<file path="src/design/websocket_frame_unmasker_unit_defines.svh">
// assertion macros for the websocket frame unmasker
`ifndef WEBSOCKET_FRAME_UNMASKER_UNIT_DEFINES_SVH
`define WEBSOCKET_FRAME_UNMASKER_UNIT_DEFINES_SVH

`ifndef SYNTHESIS

// cond must never hold at a clock edge outside reset
`define WSFU_ASSERT_NEVER(label, cond) \
  label: assert property (@(posedge clk) disable iff (!rst_n) !(cond)) \
    else $error("wsfu assertion failed: forbidden condition");

// ante at an edge requires cons at the same edge
`define WSFU_ASSERT_IMPLY(label, ante, cons) \
  label: assert property (@(posedge clk) disable iff (!rst_n) (ante) |-> (cons)) \
    else $error("wsfu assertion failed: implication violated");

`else

`define WSFU_ASSERT_NEVER(label, cond)
`define WSFU_ASSERT_IMPLY(label, ante, cons)

`endif

`endif

</file>
<file path="src/design/wsfu_pkg.sv">
package wsfu_pkg;

  localparam logic [3:0] OPCODE_TEXT  = 4'h1;
  localparam logic [3:0] OPCODE_CLOSE = 4'h8;

  localparam logic [1:0] KIND_DATA        = 2'd0;
  localparam logic [1:0] KIND_CLOSE       = 2'd1;
  localparam logic [1:0] KIND_UNSUPPORTED = 2'd2;

  localparam logic [7:0] POS_LENGTH    = 8'd1;
  localparam logic [7:0] PAYLOAD_START = 8'd6;
  localparam logic [6:0] LEN_EXT_MIN   = 7'd126;

  typedef struct packed {
    logic [7:0] data_byte;
    logic       chunk_start;
  } in_t;

  typedef struct packed {
    logic [1:0] kind;
    logic [7:0] payload_byte;
    logic       last;
  } out_t;

  // classified work handed from front to back
  typedef struct packed {
    logic [1:0] kind;
    logic [7:0] data;
    logic [7:0] mask;
    logic       last;
  } job_t;

  typedef struct packed {
    logic full;
    logic not_empty;
  } q_stat_t;

endpackage

</file>
<file path="src/design/wsfu_front.sv">
module wsfu_front (
  input  logic          clk,
  input  logic          rst_n,
  input  logic          in_fire,
  input  wsfu_pkg::in_t in_data,
  output logic          push,
  output wsfu_pkg::job_t job
);
  import wsfu_pkg::*;

  logic [7:0]  pos_r, pos_nxt;
  logic        active_r, active_nxt;
  logic [6:0]  len_r, len_nxt;
  logic [31:0] key_r, key_nxt;

  logic [7:0] idx;
  logic [7:0] idx_plus1;
  logic [3:0] opcode;
  logic [6:0] len_in;
  logic [7:0] mask_sel;

  assign opcode    = in_data.data_byte[3:0];
  assign len_in    = in_data.data_byte[6:0];
  assign idx       = pos_r - PAYLOAD_START;
  assign idx_plus1 = idx + 8'd1;

  always_comb begin
    case (idx[1:0])
      2'd0:    mask_sel = key_r[31:24];
      2'd1:    mask_sel = key_r[23:16];
      2'd2:    mask_sel = key_r[15:8];
      default: mask_sel = key_r[7:0];
    endcase
  end

  always_comb begin
    pos_nxt    = pos_r;
    active_nxt = active_r;
    len_nxt    = len_r;
    key_nxt    = key_r;
    push       = 1'b0;
    job        = '{kind: KIND_DATA, data: 8'd0, mask: 8'd0, last: 1'b0};
    if (in_fire) begin
      if (in_data.chunk_start) begin
        pos_nxt    = POS_LENGTH;
        active_nxt = (opcode == OPCODE_TEXT);
        len_nxt    = 7'd0;
        key_nxt    = 32'd0;
        if (opcode == OPCODE_CLOSE) begin
          push     = 1'b1;
          job.kind = KIND_CLOSE;
        end
      end else if (active_r) begin
        pos_nxt = pos_r + 8'd1;
        if (pos_r == POS_LENGTH) begin
          len_nxt = len_in;
          if (len_in >= LEN_EXT_MIN) begin
            active_nxt = 1'b0;
            push       = 1'b1;
            job.kind   = KIND_UNSUPPORTED;
          end else if (len_in == 7'd0) begin
            active_nxt = 1'b0;
          end
        end else if (pos_r < PAYLOAD_START) begin
          key_nxt = {key_r[23:0], in_data.data_byte};
        end else begin
          push     = 1'b1;
          job.kind = KIND_DATA;
          job.data = in_data.data_byte;
          job.mask = mask_sel;
          job.last = (idx_plus1 >= {1'b0, len_r});
          if (job.last) begin
            active_nxt = 1'b0;
          end
        end
      end
    end
  end

  always_ff @(posedge clk) begin
    if (!rst_n) begin
      pos_r    <= 8'd0;
      active_r <= 1'b0;
      len_r    <= 7'd0;
      key_r    <= 32'd0;
    end else begin
      pos_r    <= pos_nxt;
      active_r <= active_nxt;
      len_r    <= len_nxt;
      key_r    <= key_nxt;
    end
  end

endmodule

</file>
<file path="src/design/wsfu_queue.sv">
`include "websocket_frame_unmasker_unit_defines.svh"

module wsfu_queue #(
  parameter int DEPTH = 2
) (
  input  logic              clk,
  input  logic              rst_n,
  input  logic              push,
  input  wsfu_pkg::job_t    push_job,
  input  logic              pop,
  output wsfu_pkg::job_t    head_job,
  output wsfu_pkg::q_stat_t stat
);
  import wsfu_pkg::*;

  localparam int PW = (DEPTH > 1) ? $clog2(DEPTH) : 1;
  localparam int CW = $clog2(DEPTH + 1);
  localparam logic [PW-1:0] LAST_IDX = PW'(DEPTH - 1);
  localparam logic [CW-1:0] FULL_CNT = CW'(DEPTH);

  job_t          mem [DEPTH];
  logic [PW-1:0] wr_ptr_r, wr_ptr_nxt;
  logic [PW-1:0] rd_ptr_r, rd_ptr_nxt;
  logic [CW-1:0] count_r, count_nxt;

  assign stat.full      = (count_r == FULL_CNT);
  assign stat.not_empty = (count_r != '0);
  assign head_job       = mem[rd_ptr_r];

  always_comb begin
    wr_ptr_nxt = wr_ptr_r;
    rd_ptr_nxt = rd_ptr_r;
    count_nxt  = count_r;
    if (push) begin
      wr_ptr_nxt = (wr_ptr_r == LAST_IDX) ? '0 : wr_ptr_r + 1'b1;
    end
    if (pop) begin
      rd_ptr_nxt = (rd_ptr_r == LAST_IDX) ? '0 : rd_ptr_r + 1'b1;
    end
    if (push && !pop) begin
      count_nxt = count_r + 1'b1;
    end else if (pop && !push) begin
      count_nxt = count_r - 1'b1;
    end
  end

  always_ff @(posedge clk) begin
    if (push) begin
      mem[wr_ptr_r] <= push_job;
    end
  end

  always_ff @(posedge clk) begin
    if (!rst_n) begin
      wr_ptr_r <= '0;
      rd_ptr_r <= '0;
      count_r  <= '0;
    end else begin
      wr_ptr_r <= wr_ptr_nxt;
      rd_ptr_r <= rd_ptr_nxt;
      count_r  <= count_nxt;
    end
  end

  `WSFU_ASSERT_NEVER(a_no_overflow, push && stat.full && !pop)
  `WSFU_ASSERT_NEVER(a_no_underflow, pop && !stat.not_empty)
  `WSFU_ASSERT_IMPLY(a_count_bound, 1'b1, count_r <= FULL_CNT)

endmodule

</file>
<file path="src/design/wsfu_back.sv">
`include "websocket_frame_unmasker_unit_defines.svh"

module wsfu_back (
  input  logic              clk,
  input  logic              rst_n,
  input  wsfu_pkg::q_stat_t q_stat,
  input  wsfu_pkg::job_t    head_job,
  output logic              pop,
  output logic              out_valid,
  input  logic              out_stall,
  output wsfu_pkg::out_t    out_data
);
  import wsfu_pkg::*;

  logic out_valid_r, out_valid_nxt;
  out_t out_data_r;
  out_t result;

  assign pop = q_stat.not_empty && (!out_valid_r || !out_stall);

  always_comb begin
    result.kind         = head_job.kind;
    result.payload_byte = (head_job.kind == KIND_DATA) ? (head_job.data ^ head_job.mask) : 8'd0;
    result.last         = (head_job.kind == KIND_DATA) && head_job.last;
  end

  always_comb begin
    out_valid_nxt = out_valid_r;
    if (pop) begin
      out_valid_nxt = 1'b1;
    end else if (!out_stall) begin
      out_valid_nxt = 1'b0;
    end
  end

  always_ff @(posedge clk) begin
    if (pop) begin
      out_data_r <= result;
    end
  end

  always_ff @(posedge clk) begin
    if (!rst_n) begin
      out_valid_r <= 1'b0;
    end else begin
      out_valid_r <= out_valid_nxt;
    end
  end

  assign out_valid = out_valid_r;
  assign out_data  = out_data_r;

  `WSFU_ASSERT_IMPLY(a_nondata_zero, out_valid_r && out_data_r.kind != KIND_DATA,
                     out_data_r.payload_byte == 8'd0 && !out_data_r.last)
  `WSFU_ASSERT_NEVER(a_kind_legal, out_valid_r && out_data_r.kind == 2'd3)
  `WSFU_ASSERT_NEVER(a_no_overwrite, pop && out_valid_r && out_stall)

endmodule

</file>
<file path="src/design/websocket_frame_unmasker_unit.sv">
// channel  direction  handshake              payload
// in_      input      in_valid / in_stall    in_data  (data_byte, chunk_start)
// out_     output     out_valid / out_stall  out_data (kind, payload_byte, last)
//
// one byte accepted per cycle while in_stall is low; a result passes through the queue and then the output register
// the front parser updates frame state on each accepted byte, the queue decouples it from the output register
// in_stall rises only when the queue is full, which takes a stalled output
// rst_n is synchronous, active low, and drops all queued results
module websocket_frame_unmasker_unit #(
  parameter int QUEUE_DEPTH = 2
) (
  input  logic           clk,
  input  logic           rst_n,
  input  logic           in_valid,
  output logic           in_stall,
  input  wsfu_pkg::in_t  in_data,
  output logic           out_valid,
  input  logic           out_stall,
  output wsfu_pkg::out_t out_data
);
  import wsfu_pkg::*;

  logic    in_fire;
  logic    push;
  logic    pop;
  job_t    push_job;
  job_t    head_job;
  q_stat_t q_stat;

  assign in_stall = q_stat.full;
  assign in_fire  = in_valid && !q_stat.full;

  wsfu_front u_front (
    .clk     (clk),
    .rst_n   (rst_n),
    .in_fire (in_fire),
    .in_data (in_data),
    .push    (push),
    .job     (push_job)
  );

  wsfu_queue #(
    .DEPTH (QUEUE_DEPTH)
  ) u_queue (
    .clk      (clk),
    .rst_n    (rst_n),
    .push     (push),
    .push_job (push_job),
    .pop      (pop),
    .head_job (head_job),
    .stat     (q_stat)
  );

  wsfu_back u_back (
    .clk       (clk),
    .rst_n     (rst_n),
    .q_stat    (q_stat),
    .head_job  (head_job),
    .pop       (pop),
    .out_valid (out_valid),
    .out_stall (out_stall),
    .out_data  (out_data)
  );

endmodule

</file>
<file path="config.mk">
export PLATFORM = sky130hd
export DESIGN_NAME = websocket_frame_unmasker_unit
export DESIGN_NICKNAME = d
export VERILOG_FILES = /design/src/design/wsfu_pkg.sv /design/src/design/wsfu_front.sv /design/src/design/wsfu_queue.sv /design/src/design/wsfu_back.sv /design/src/design/websocket_frame_unmasker_unit.sv
export VERILOG_INCLUDE_DIRS = /design/src /design/src/design
export SDC_FILE = /design/constraint.sdc
export NUM_CORES = 1
export LEC_CHECK = 0
export ABC_CLOCK_PERIOD_IN_PS = 3500
export BUFFER_PORTS_ARGS = -buffer_cell sky130_fd_sc_hd__clkbuf_2
export CAP_MARGIN = 40
export CELL_PAD_IN_SITES_DETAIL_PLACEMENT = 1
export CELL_PAD_IN_SITES_GLOBAL_PLACEMENT = 2
export CORE_MARGIN = 5
export CORE_UTILIZATION = 40
export DETAILED_ROUTE_END_ITERATION = 12
export GPL_ROUTABILITY_DRIVEN = 0
export PLACE_DENSITY_LB_ADDON = 0.25
export SLEW_MARGIN = 10
export SYNTH_ARGS = -nofsm -noshare
export SYNTH_HDL_FRONTEND = slang
export SYNTH_HIERARCHICAL = 1
export SYNTH_SLANG_ARGS = --single-unit
export TNS_END_PERCENT = 50
</file>
<file path="constraint.sdc">
create_clock -name clk -period 3.5 [get_ports clk]
set_clock_uncertainty 0.2 [all_clocks]
set_input_delay 0.7 -clock clk [delete_from_list [all_inputs] [get_ports clk]]
set_output_delay 0.7 -clock clk [all_outputs]
set_load 0.01 [all_outputs]
</file>
# ---- Word level (Yosys, flattened, before mapping)
# Memories as Yosys holds them, arrays and structs flattened. A register that Yosys moved wholly into a read port is not among the register bits.
# Index checks and enable logic that the tools add are counted.
dict set report totals {
  regBits 64
  latchBits 0
  ramBits 38
  rom_bits 0
  word_cells 96
  n_memories 1
}
# memory words word_bits rd rd_clocked_by_memory_dff wr line_no
set mem_list {}
lappend mem_list {u_queue.mem 2 19 1 1 1 wsfu_queue.sv:21} ;# job_t mem [DEPTH];
dict set report classes {
  add_sub_neg 7
  multipliers 0
  div_mod_pow 0
  magnitude_cmp 3
  eq_ne 8
  shifts 0
  muxes 43
  n_bitwise 1
  reduce_logical 22
}
# cell n
set ops {}
lappend ops {{2-to-1 mux 32 bit} 4}
lappend ops {{2-to-1 mux 17 bit} 3}
lappend ops {{2-to-1 mux 19 bit} 2}
lappend ops {{one-hot mux 8 bit (3 select lines)} 1}
lappend ops {{2-to-1 mux 1 bit} 23}
lappend ops {{2-to-1 mux 7 bit} 3}
lappend ops {{adder 8 x 1 -> 8 bit, second input constant} 2}
lappend ops {{2-to-1 mux 8 bit} 2}
lappend ops {{2-to-1 mux 2 bit} 5}
lappend ops {{nonzero test 2 bit} 5}
lappend ops {{equality test 8 x 1 -> 1 bit, second input constant} 1}
lappend ops {{>= comparator 8 x 7 -> 1 bit} 1}
lappend ops {{less-than comparator 8 x 3 -> 1 bit, second input constant} 1}
lappend ops {{subtractor 8 x 3 -> 8 bit, second input constant} 1}
lappend ops {{bitwise XOR 8 bit} 1}
lappend ops {{>= comparator 7 bit, second input constant} 1}
lappend ops {{logical NOT 7 bit} 1}
lappend ops {{logical AND 1 bit} 5}
lappend ops {{logical NOT 1 bit} 5}
lappend ops {{equality test 2 bit, second input constant} 2}
lappend ops {{equality test 4 x 1 -> 1 bit, second input constant} 1}
lappend ops {{equality test 4 bit, second input constant} 1}
lappend ops {{logical NOT 2 bit} 2}
lappend ops {{AND reduction 4 bit} 1}
lappend ops {{9 further kinds} 10}

# ---- Logic depth before layout (Yosys ltp)
# Gate-level depths: netlist (run 1).
dict set report depth {
  ltp_word 10
  ltp_mapped 12
  ltp_nobuf 12
}

# ---- Modules after synthesis
# The synthesis (run 1) kept the hierarchy.
# mod n_inst cells_per_inst area_each_um2 seq_area_each_um2
set modules_own_cells {}
lappend modules_own_cells {wsfu_front 1 356 2931.6 960.9}
lappend modules_own_cells {wsfu_queue 1 81 1592.8 1241.2}
lappend modules_own_cells {wsfu_back 1 35 494.2 350.3}
lappend modules_own_cells {websocket_frame_unmasker_unit 1 1 13.8 0.0}

# ---- Worst setup path before layout (run 1)
# Ideal clock, no wire load.
dict set report synth_timing {
  kind {input to register}
  from {in in_data[0] (netlist name)}
  to {mem u_queue/mem[0][0] (netlist name), enable pin}
  t_arrival_ns 2.477
  required_ns 2.902
  slack_ns 0.425
  cell_stages 5
  path_cell_list {clkbuf_1 -> and2_1 -> and4b_1 -> or2_2 -> nor2b_1}
}
dict set report synth_via {
  elab_chain_cells 4
}
# item line_no
set synth_lines {}
lappend synth_lines {{start, declared} websocket_frame_unmasker_unit.sv:16} ;# input wsfu_pkg::in_t in_data,
lappend synth_lines {{2-to-1 mux 1 bit} wsfu_front.sv:44} ;# if (in_data.chunk_start) begin
lappend synth_lines {{2-to-1 mux 1 bit} wsfu_front.sv:43} ;# if (in_fire) begin
lappend synth_lines {{net push} websocket_frame_unmasker_unit.sv:24} ;# logic push;
lappend synth_lines {{2-to-1 mux 1 bit} wsfu_queue.sv:48} ;# if (push) begin
lappend synth_lines {{2-to-1 mux 1 bit (implied by the code)} wsfu_queue.sv:49} ;# mem[wr_ptr_r] <= push_job;
lappend synth_lines {{end, declared} wsfu_queue.sv:21}
# The timed path passes the listed nets, and every way through them passes these cells.

==> metrics.yaml, run 1 <==
outcome: "finished clean"
grt_antenna_before_repair: 0
path_buf_inv: 1
die_area_sq_mm: 0.0149
cts_tree: "yes"
worst-path-max-fanout: 10
fp.dieH_microns: 122
cts_buffer_depth: 2
leakage_nw: 1.83
slowest_stage: "dfxtp_1"
yosysUniqueCellTypes: 53
clkLatencyLatePin_ns: 0.35
most-common-layout-cells: "54 x dfxtp_1, 49 x edfxtp_1, 46 x nand2_1"
synth-seq-cells: 103
drive_above_1_share: 0.164
power_density_mw_per_mm2: 528
io_pins: 26
design.core.area_sq_mm: 0.0125
fin_ws_ns: 0.465
cts_buffers: 9
max-cap-violations: 0
grt_pass1_wl_microns: 19400
synth_top_area_cell: "edfxtp_1"
synthDominantCellAreaShare: 0.292
grt.total_usage: 0.166
ys_warn_count: 6
stdcell_area_sq_mm: 0.00564
hpwl_microns: 7760
fin_crit_ns: 3.04
cts_max_level: 3
post_cts_resized: 0
cts.clk_slew.worst_paths_ns: 0.07
cp.required_ns: 3.40
syn_nets: 500
ant_nets: 0
rows: 41
max_freq_mhz: 329
crit_top_cell: "ha_1"
total_power_mw: 2.98
grt_max_degree: 47
path_cells: "inv_1 > ha_1 > nor3b_1 > or3_1 > nor3_1 > o21bai_1 > xor2_1 > ha_1 > a21oi_1 > o21ai_0 > o21a_1"
synth_edf_count: 49
drt_iter0_markers: 345
worstSetupPathType: "register to register"
slowest_delay_ns: 0.48
yosysSeqAreaShare: 0.507
cp.arrival_ns: 2.94
route.detailed.drc: 0
portBuffers: 25
hp-class: "register to register"
start_kind: "register"
grt.overflow.total: 0
crit_path_end_kind: "register"
cts_root_buf: "clkbuf_16"
rsz0062_at_grt: "false"
synth_ff_type: "dfxtp_1"
dp_worst_setup_slack_ns: 0.493
irDropWorstVdd_mv: 0.209
drt-vias-per-instance: 5.34
final.setup.tns_ns: 0
timing.final.crit_share: 0.867
die_w_microns: 122
synthToLayoutAreaGrowth_pct: 12.1
first_pass_iters: 5
synth-async-reset-ratio: 0
cts_sinks: 103
synth_area_leaders: "edfxtp_1 29%, dfxtp_1 21%, nand4b_1 5.7%"
syn_area_sq_mm: 0.00503
slew_viol_final: 0
hold_violations: 0
hold_buffers: 0
holdWs_ns: 0.267
drt_wl_total_microns: 11700
cp_top_family: "simple AND/OR/NAND/NOR gates"
n_antenna_cell: 0
syn_avg_cell_area_sq_um: 10.6
tightest_slew_ns: 0.666
setup_viol: 0
layout_commonest_cell: "dfxtp_1"
wl_per_cell_microns: 17.6
max_slew_margin: 0.554
detailroute.via_count: 3549
initial_core_util: 0.404
fin_nets: 515
grt_pass1_vias: 3758
postPlaceCellArea_sq_mm: 0.00533
syn_inst: 473
postCtsSetupBuffers: 0
## power breakdown
part,switching [mW],internal [mW],total [mW]
combinational,0.287,0.208,0.495
clock,0.444,0.629,1.07
sequential,0.0521,1.36,1.41
total,0.784,2.20,2.98
## final timing paths
check / cells after the start / slack (ns) / end / startpoint
hold / removal: 2 / 0.27 / u_front/key_r[24] / u_front/key_r[24]
setup reg to reg: 11 / 0.46 / u_queue/mem[0][0] / u_front/pos_r[1]
hold reg to reg: 2 / 0.27 / u_front/key_r[24] / u_front/key_r[24]
setup / recovery: 11 / 0.46 / u_queue/mem[0][0] / u_front/pos_r[1]
## through the flow
| step | cells | utilization |
|---|---|---|
| 2_1_floorplan | 473 | - |
| 3_3_place_gp | 648 | 0.426 |
| 3_5_place_dp | 649 | 0.427 |
| 4_1_cts | 665 | 0.453 |
| 5_1_grt | 665 | 0.453 |
| 6_report | 665 | 0.453 |
## sequential cells by signal (all words and copies together) (netlist names), named ones only
name	cells
u_back/out_data	11
u_queue/mem	38
u_front/pos_r	8
u_back/out_valid	1
u_queue/rd_ptr_r	1
u_front/key_r	32
u_front/len_r	7
u_queue/wr_ptr_r	1
u_queue/count_r	2
u_front/active_r	1
## synth_stat cells, types with 8 or more instances
cell and number:
dfxtp_1 54, edfxtp_1 49, nand2_1 46, nor2_1 35
nand4b_1 33, a21boi_0 32, clkbuf_1 22, mux2_2 19
a21oi_1 16, and2_1 14, ha_1 14, xnor2_1 13
nor2b_1 12, inv_1 11, xor2_1 10, a222oi_1 8
## tightest hold or removal path, stage by stage, from the launching register on
cell and delay, ns:
dfxtp_1 0.31, nand2_1 0.05, a21boi_0 0.06
## final cells by class
class	count	area (sq um)
fillers	1406	6820
flip-flops and latches	103	2550
multi-input cells	326	2290
clock buffers	11	233
repair buffers	37	228
well taps	172	215
clock inverters	5	81.3
inverters	11	41.3
## per-layer routing
layer / GRT usage / share of wire / vias up
li1: - / - / 1738
met1: 0.216 / 0.48 / 1737
met2: 0.279 / 0.46 / 57
met3: 0.0297 / 0.033 / 17
met4: 0.0574 / 0.018 / 0
met5: 0 / 0 / -
## cells by family (layout without fill, tap and decap cells)
group                    count (synthesis)  in the layout  share of synthesized area
AO/OA/AOI/OAI                           92             92                      0.129
XOR/XNOR                                23             23                     0.0400
adder cells (fa/ha/maj)                 14             14                     0.0348
buffers and inverters                   44             64                     0.0383
flip-flops                             103            103                      0.507
multiplexers                            19             19                     0.0425
AND/OR/NAND/NOR                        178            178                      0.208
No activity file was read; power rests on OpenSTA's default activity.
==> run 2: changes to the inputs <==
--- a/config.mk
+++ b/config.mk
@@ -12,7 +12,7 @@
 export CELL_PAD_IN_SITES_DETAIL_PLACEMENT = 1
 export CELL_PAD_IN_SITES_GLOBAL_PLACEMENT = 2
 export CORE_MARGIN = 5
-export CORE_UTILIZATION = 40
+export CORE_UTILIZATION = 41
 export DETAILED_ROUTE_END_ITERATION = 12
 export GPL_ROUTABILITY_DRIVEN = 0
 export PLACE_DENSITY_LB_ADDON = 0.25
==> run 2 against run 1 <==
Sequential power about the same. Utilization grew 1.4 points. Register-to-register slack barely moved. Cell count decreased by 3.8%. Combinational power is essentially flat. Clock power barely moved. Wire length fell by 0.73%. Highest routed layer unchanged. Flip-flop and latch count unchanged. Non-clock buffer count did not move. Critical path type unchanged. Count of clock-buffer cells in the layout down 1.
==> metrics.yaml, run 2 (same netlist as run 1, synthesis figures left out) <==
grt_pass1_vias: 3593  # -4.4%
grt.total_usage: 0.169  # +0.00261
crit_top_cell: "ha_1"
timing.final.crit_share: 0.870  # +0.00300
path_cells: "inv_1 > ha_1 > nor3b_1 > or3_1 > nor3_1 > o21bai_1 > xor2_1 > ha_1 > a21oi_1 > o21ai_0 > o21a_1"
irDropWorstVdd_mv: 0.223  # +6.3%
largest_register_ffs: 38  # unchanged
crit_path_end_kind: "register"
area.sequential_sq_mm: 0.00255  # unchanged
hold_buffers: 0  # unchanged
cts_buffer_depth: 2  # unchanged
max_freq_mhz: 328  # -0.34%
clkLatencyLatePin_ns: 0.35  # about the same
rows: 40  # -2.4%
post_cts_resized: 0  # unchanged
n_antenna_cell: 0  # unchanged
fin_crit_ns: 3.05  # +0.0105 ns
cp_top_family: "simple AND/OR/NAND/NOR gates"
rsz0062_at_grt: "false"
start_kind: "register"
slowest_delay_ns: 0.49  # about the same
fin_cells: 640  # -3.8%
fill_cells: 1328  # -5.5%
cp.arrival_ns: 2.95  # about the same
fp.dieH_microns: 121  # -1.1%
max_slew_margin: 0.528  # -0.0261
dp.cells: 624  # -3.9%
first_pass_iters: 5  # unchanged
route.detailed.drc: 0  # unchanged
hp-class: "register to register"
worst-path-max-fanout: 10  # unchanged
drive_above_1_share: 0.168  # +0.00406
grt.overflow.total: 0  # unchanged
worstSetupPathType: "register to register"
leakage_nw: 1.83  # -0.15%
path_buf_inv: 1  # unchanged
initial_core_util: 0.419  # +0.0153
most-common-layout-cells: "54 x dfxtp_1, 49 x edfxtp_1, 46 x nand2_1"
final.setup.tns_ns: 0  # unchanged
cts.clk_slew.worst_paths_ns: 0.07  # about the same
max-cap-violations: 0  # unchanged
slew_viol_final: 0  # unchanged
cts_root_buf: "clkbuf_16"
die_w_microns: 121  # -1.1%
cts_buffers: 9  # unchanged
detailroute.via_count: 3552  # +0.085%
cp.required_ns: 3.41  # about the same
io_pins: 26  # unchanged
grt_pass1_wl_microns: 19200  # -1.3%
cts_sinks: 103  # unchanged
multi_input_area_sq_mm: 0.00229  # unchanged
setup_viol: 0  # unchanged
outcome: "finished clean"
power_density_mw_per_mm2: 528  # about the same
cts_max_level: 3  # unchanged
die_area_sq_mm: 0.0146  # -2.2%
hold_violations: 0  # unchanged
drt_iter0_markers: 225  # -35%
slowest_stage: "dfxtp_1"
postPlaceCellArea_sq_mm: 0.00530  # -0.59%
grt_antenna_before_repair: 0  # unchanged
portBuffers: 25  # unchanged
hpwl_microns: 7930  # +2.2%
stdcell_area_sq_mm: 0.00561  # -0.58%
synthToLayoutAreaGrowth_pct: 11.5
largest-register: "u_queue/mem"
drt-vias-per-instance: 5.55  # +4.0%
ant_nets: 0  # unchanged
tightest_slew_ns: 0.707  # +0.0413 ns
layout_commonest_cell: "dfxtp_1"
grt_max_degree: 45  # -4.3%
drt_wl_total_microns: 11600  # -0.73%
wl_per_cell_microns: 18.1  # +3.2%
cts_tree: "yes"
design.core.area_sq_mm: 0.0120  # -3.6%
fin_nets: 515  # unchanged
postCtsSetupBuffers: 0  # unchanged
## run 2: report_power, final
part           leakage, nW  switching [mW]  internal [mW]
Clock                0.148           0.467          0.584
Combinational        0.848           0.286          0.210
Sequential           0.836          0.0559           1.36
Total                 1.83           0.809           2.15
## run 2: per-stage QoR
step	total power [mW]	setup slack, ns	hold slack (ns)	utilization
3_5_place_dp	1.95	0.471	0.255	0.441
5_1_grt	3.11	0.292	0.295	0.467
4_1_cts	3.01	0.452	0.265	0.467
6_report	2.96	0.454	0.262	0.467
3_3_place_gp	1.93	0.593	0.252	0.439
2_1_floorplan	1.83	0.425	0.240	-
## run 2: cell type report
class / count / share of cell area
Inverter: 11 / 0.00736
Clock inverter: 6 / 0.0132
Timing Repair Buffer: 37 / 0.0406
Clock buffer: 10 / 0.0426
Multi-Input combinational cell: 326 / 0.408
Tap cell: 147 / 0.0328
Sequential cell: 103 / 0.455
## run 2: final timing paths
| check | depth (start not counted) | end | startpoint | slack, ns |
|---|---|---|---|---|
| setup reg to reg | 11 | u_queue/mem[1][0] | u_front/pos_r[1] | 0.45 |
| hold / removal | 2 | u_front/key_r[29] | u_front/key_r[29] | 0.26 |
| setup / recovery | 11 | u_queue/mem[1][0] | u_front/pos_r[1] | 0.45 |
| hold reg to reg | 2 | u_front/key_r[29] | u_front/key_r[29] | 0.26 |
## run 2: routing by layer
metal	vias up	routed length (microns)	GRT usage
met3	16	391	0.0281
li1	1739	-	-
met5	-	0	0
met2	70	5600	0.276
met4	0	223	0.0666
met1	1727	5390	0.224
## run 2: worst reg2reg max path: cells and delay by family (launching register included)
kind	cells	cell delay, ns
fa+ha+maj	2	0.54
simple gates	3	0.63
xor+xnor	1	0.17
buf+inv	1	0.16
flops	1	0.49
compound gates	4	0.59
==> run 3: changes to the inputs <==
--- a/config.mk
+++ b/config.mk
@@ -11,6 +11,7 @@
 export CAP_MARGIN = 40
 export CELL_PAD_IN_SITES_DETAIL_PLACEMENT = 1
 export CELL_PAD_IN_SITES_GLOBAL_PLACEMENT = 2
+export CORE_ASPECT_RATIO = 0.8
 export CORE_MARGIN = 5
 export CORE_UTILIZATION = 41
 export DETAILED_ROUTE_END_ITERATION = 12
@@ -19,6 +20,5 @@
 export SLEW_MARGIN = 10
 export SYNTH_ARGS = -nofsm -noshare
 export SYNTH_HDL_FRONTEND = slang
-export SYNTH_HIERARCHICAL = 1
 export SYNTH_SLANG_ARGS = --single-unit
 export TNS_END_PERCENT = 50
==> run 3 against run 2 <==
Cell area fell by 4.5%. Sequential power barely moved. Fmax fell by 6.0%. Wire length fell by 4.2%. Total power fell by 6.1%. Critical path depth rose by 2. Critical endpoint is now u_queue.mem[0][0]. Largest power group unchanged.
==> metrics.yaml, run 3 <==
cp.required_ns: 3.40  # about the same
power_density_mw_per_mm2: 519  # -1.6%
hold_path_depth: 2  # unchanged
synth_area_leaders: "edfxtp_1 31%, dfxtp_1 22%, a22oi_1 6.4%"
tightest_slew_ns: 0.838  # +0.130 ns
synth_top_area_cell: "edfxtp_1"
rr_endpoint: "u_queue.mem[0][0]"
drt-vias-per-instance: 5.40  # -2.7%
die_w_microns: 131  # +8.7%
layout_commonest_cell: "dfxtp_1"
cts_buffers: 9  # unchanged
cts_max_level: 3  # unchanged
portBuffers: 25  # unchanged
r2r_cells: 13  # +2
ys_warn_count: 0  # -6
grt_pass1_vias: 3355  # -6.6%
grt.total_usage: 0.162  # -0.00684
rrSetupSlack_ns: 0.26  # -0.19 ns
hold_buffers: 0  # unchanged
pwr-share-seq: 0.499  # +0.022
dp_worst_setup_slack_ns: 0.268  # -0.203 ns
cts.clk_slew.worst_paths_ns: 0.07  # about the same
setup_viol: 0  # unchanged
yosysSeqAreaShare: 0.529  # +0.0222
synth_edf_count: 49  # unchanged
wl_per_cell_microns: 18.1  # about the same
slowest_delay_ns: 0.34  # -0.15 ns
stdcell_area_sq_mm: 0.00536  # -4.5%
clkLatencyLatePin_ns: 0.34  # about the same
pwr-share-clk: 0.343  # -0.012
slowest_stage: "dfxtp_1"
drt_wl_total_microns: 11100  # -4.2%
postPlaceCellArea_sq_mm: 0.00507  # -4.2%
initial_core_util: 0.419  # about the same
io_pins: 26  # unchanged
n_antenna_cell: 0  # unchanged
final_core_util: 0.465  # -0.00191
cts_tree: "yes"
grt_max_degree: 50  # +11%
most-common-layout-cells: "54 x dfxtp_1, 49 x edfxtp_1, 42 x nor2b_1"
p_comb_frac: 0.158  # -0.010
synthToLayoutAreaGrowth_pct: 11.1
hold_violations: 0  # unchanged
fin_nets: 487  # -5.4%
rows: 35  # -13%
final.setup.tns_ns: 0  # unchanged
cts_buffer_depth: 2  # unchanged
power.switching_uw: 775  # -4.1%
rsz0062_at_grt: "false"
syn_nets: 469  # -6.2%
postCtsSetupBuffers: 0  # unchanged
drive_above_1_share: 0.138  # -0.0307
start_kind: "register"
crit_path_end_kind: "register"
worst-path-max-fanout: 3  # -7
fin_crit_ns: 3.24  # +0.195 ns
cts_root_buf: "clkbuf_16"
cp.arrival_ns: 3.14  # +0.19 ns
ant_nets: 0  # unchanged
yosysUniqueCellTypes: 57  # +7.5%
grt_pass1_wl_microns: 18400  # -3.8%
total_power_mw: 2.78  # -6.1%
synth-seq-cells: 103  # unchanged
synth.top_cells.by_count: "54 x dfxtp_1, 49 x edfxtp_1, 42 x nor2b_1, 41 x a22oi_1, 36 x nor2_1"
synth_most_common_cell: "dfxtp_1"
syn_area_sq_mm: 0.00482  # -4.2%
synth_ff_type: "dfxtp_1"
route.detailed.drc: 0  # unchanged
fin_ws_ns: 0.260  # -0.195 ns
worstSetupPathType: "register to register"
max_slew_margin: 0.434  # -0.0940
r2r_start: "u_front.pos_r[1]"
path_cells: "inv_1 > ha_1 > nand2b_1 > o21ai_0 > nor3_1 > a31oi_1 > xnor2_1 > ha_1 > and3_1 > a221o_1 > a31oi_1 > o21ai_1 > and2b_1"
crit_start: "u_front.pos_r[1]"
design.core.area_sq_mm: 0.0115  # -4.1%
fin_cells: 613  # -4.2%
irDropWorstVdd_mv: 0.253  # +14%
leakage_nw: 1.95  # +6.7%
detailroute.via_count: 3311  # -6.8%
hp-class: "register to register"
post_cts_resized: 0  # unchanged
first_pass_iters: 4  # -1
die_area_sq_mm: 0.0140  # -3.8%
syn_avg_cell_area_sq_um: 10.9  # +2.5%
dp.cells: 597  # -4.3%
grt_antenna_before_repair: 0  # unchanged
swShare: 0.279  # +0.00561
max_freq_mhz: 309  # -6.0%
max-cap-violations: 0  # unchanged
holdWs_ns: 0.297  # +0.0359 ns
hpwl_microns: 7850  # -0.98%
drt_iter0_markers: 236  # +4.9%
cts_sinks: 103  # unchanged
grt.overflow.total: 0  # unchanged
syn_inst: 442  # -6.6%
largest-register: "u_queue.mem"
crit_end: "u_queue.mem[0][0]"
outcome: "finished clean"
synth-async-reset-ratio: 0  # unchanged
p_int_mw: 2.01  # -6.8%
slew_viol_final: 0  # unchanged
fp.dieH_microns: 107  # -11%
largest_register_ffs: 38  # unchanged
synthDominantCellAreaShare: 0.305  # +0.0128
timing.final.crit_share: 0.926  # +0.0556
-- run 3: how the worst min path moves through the flow --
stage,endpoint,startpoint,slack (ns)
global route,u_front.key_r[29],u_front.key_r[29],0.34
CTS,u_back.out_valid,u_back.out_valid,0.30
floorplan,u_front.key_r[28],u_front.key_r[28],0.29
global placement,u_back.out_valid,u_back.out_valid,0.28
finish,u_back.out_valid,u_back.out_valid,0.30
detailed placement,u_back.out_valid,u_back.out_valid,0.29
-- run 3: area by class of cell --
class                           instances  area [sq um]
Inverter                               16          60.1
Sequential cell                       103          2550
Tap cell                              148           185
Timing Repair Buffer                   37           228
Clock buffer                           10           229
Clock inverter                          6          55.1
Fill cell                            1258          6160
Multi-Input combinational cell        293          2050
-- run 3: cells by family (layout without fill, tap and decap cells) --
logic type | Yosys count | count (layout) | share of synthesized area
fa+ha+maj | 14 | 14 | 0.0363
mux | 3 | 3 | 0.00675
simple gates | 143 | 143 | 0.170
xor+xnor | 31 | 31 | 0.0563
buf+inv | 46 | 69 | 0.0485
compound gates | 102 | 102 | 0.153
flops | 103 | 103 | 0.529
-- run 3: worst max-delay path, delay by kind of cell (launching register included) --
kind / cells / cell delay (ns)
AND/OR/NAND/NOR: 4 / 0.62
adder cells (fa/ha/maj): 2 / 0.60
buffers and inverters: 1 / 0.08
flip-flops: 1 / 0.34
AO/OA/AOI/OAI: 5 / 1.02
XOR/XNOR: 1 / 0.14
-- run 3: power groups by stage --
stage                     Combinational (mW)  Sequential, mW  Clock [mW]
after floorplan                        0.282            1.43           0
after global placement                 0.436            1.41           0
after detailed placement               0.448            1.42           0
after CTS                              0.450            1.39       0.986
after global routing                   0.497            1.40        1.03
final                                  0.440            1.39       0.954
-- run 3: layer usage --
metal	GRT usage	wire length, microns	share of wire
met5	0	0	0
met4	0.0304	82	0.0074
met3	0.0319	290	0.026
met2	0.265	5250	0.47
met1	0.226	5490	0.49
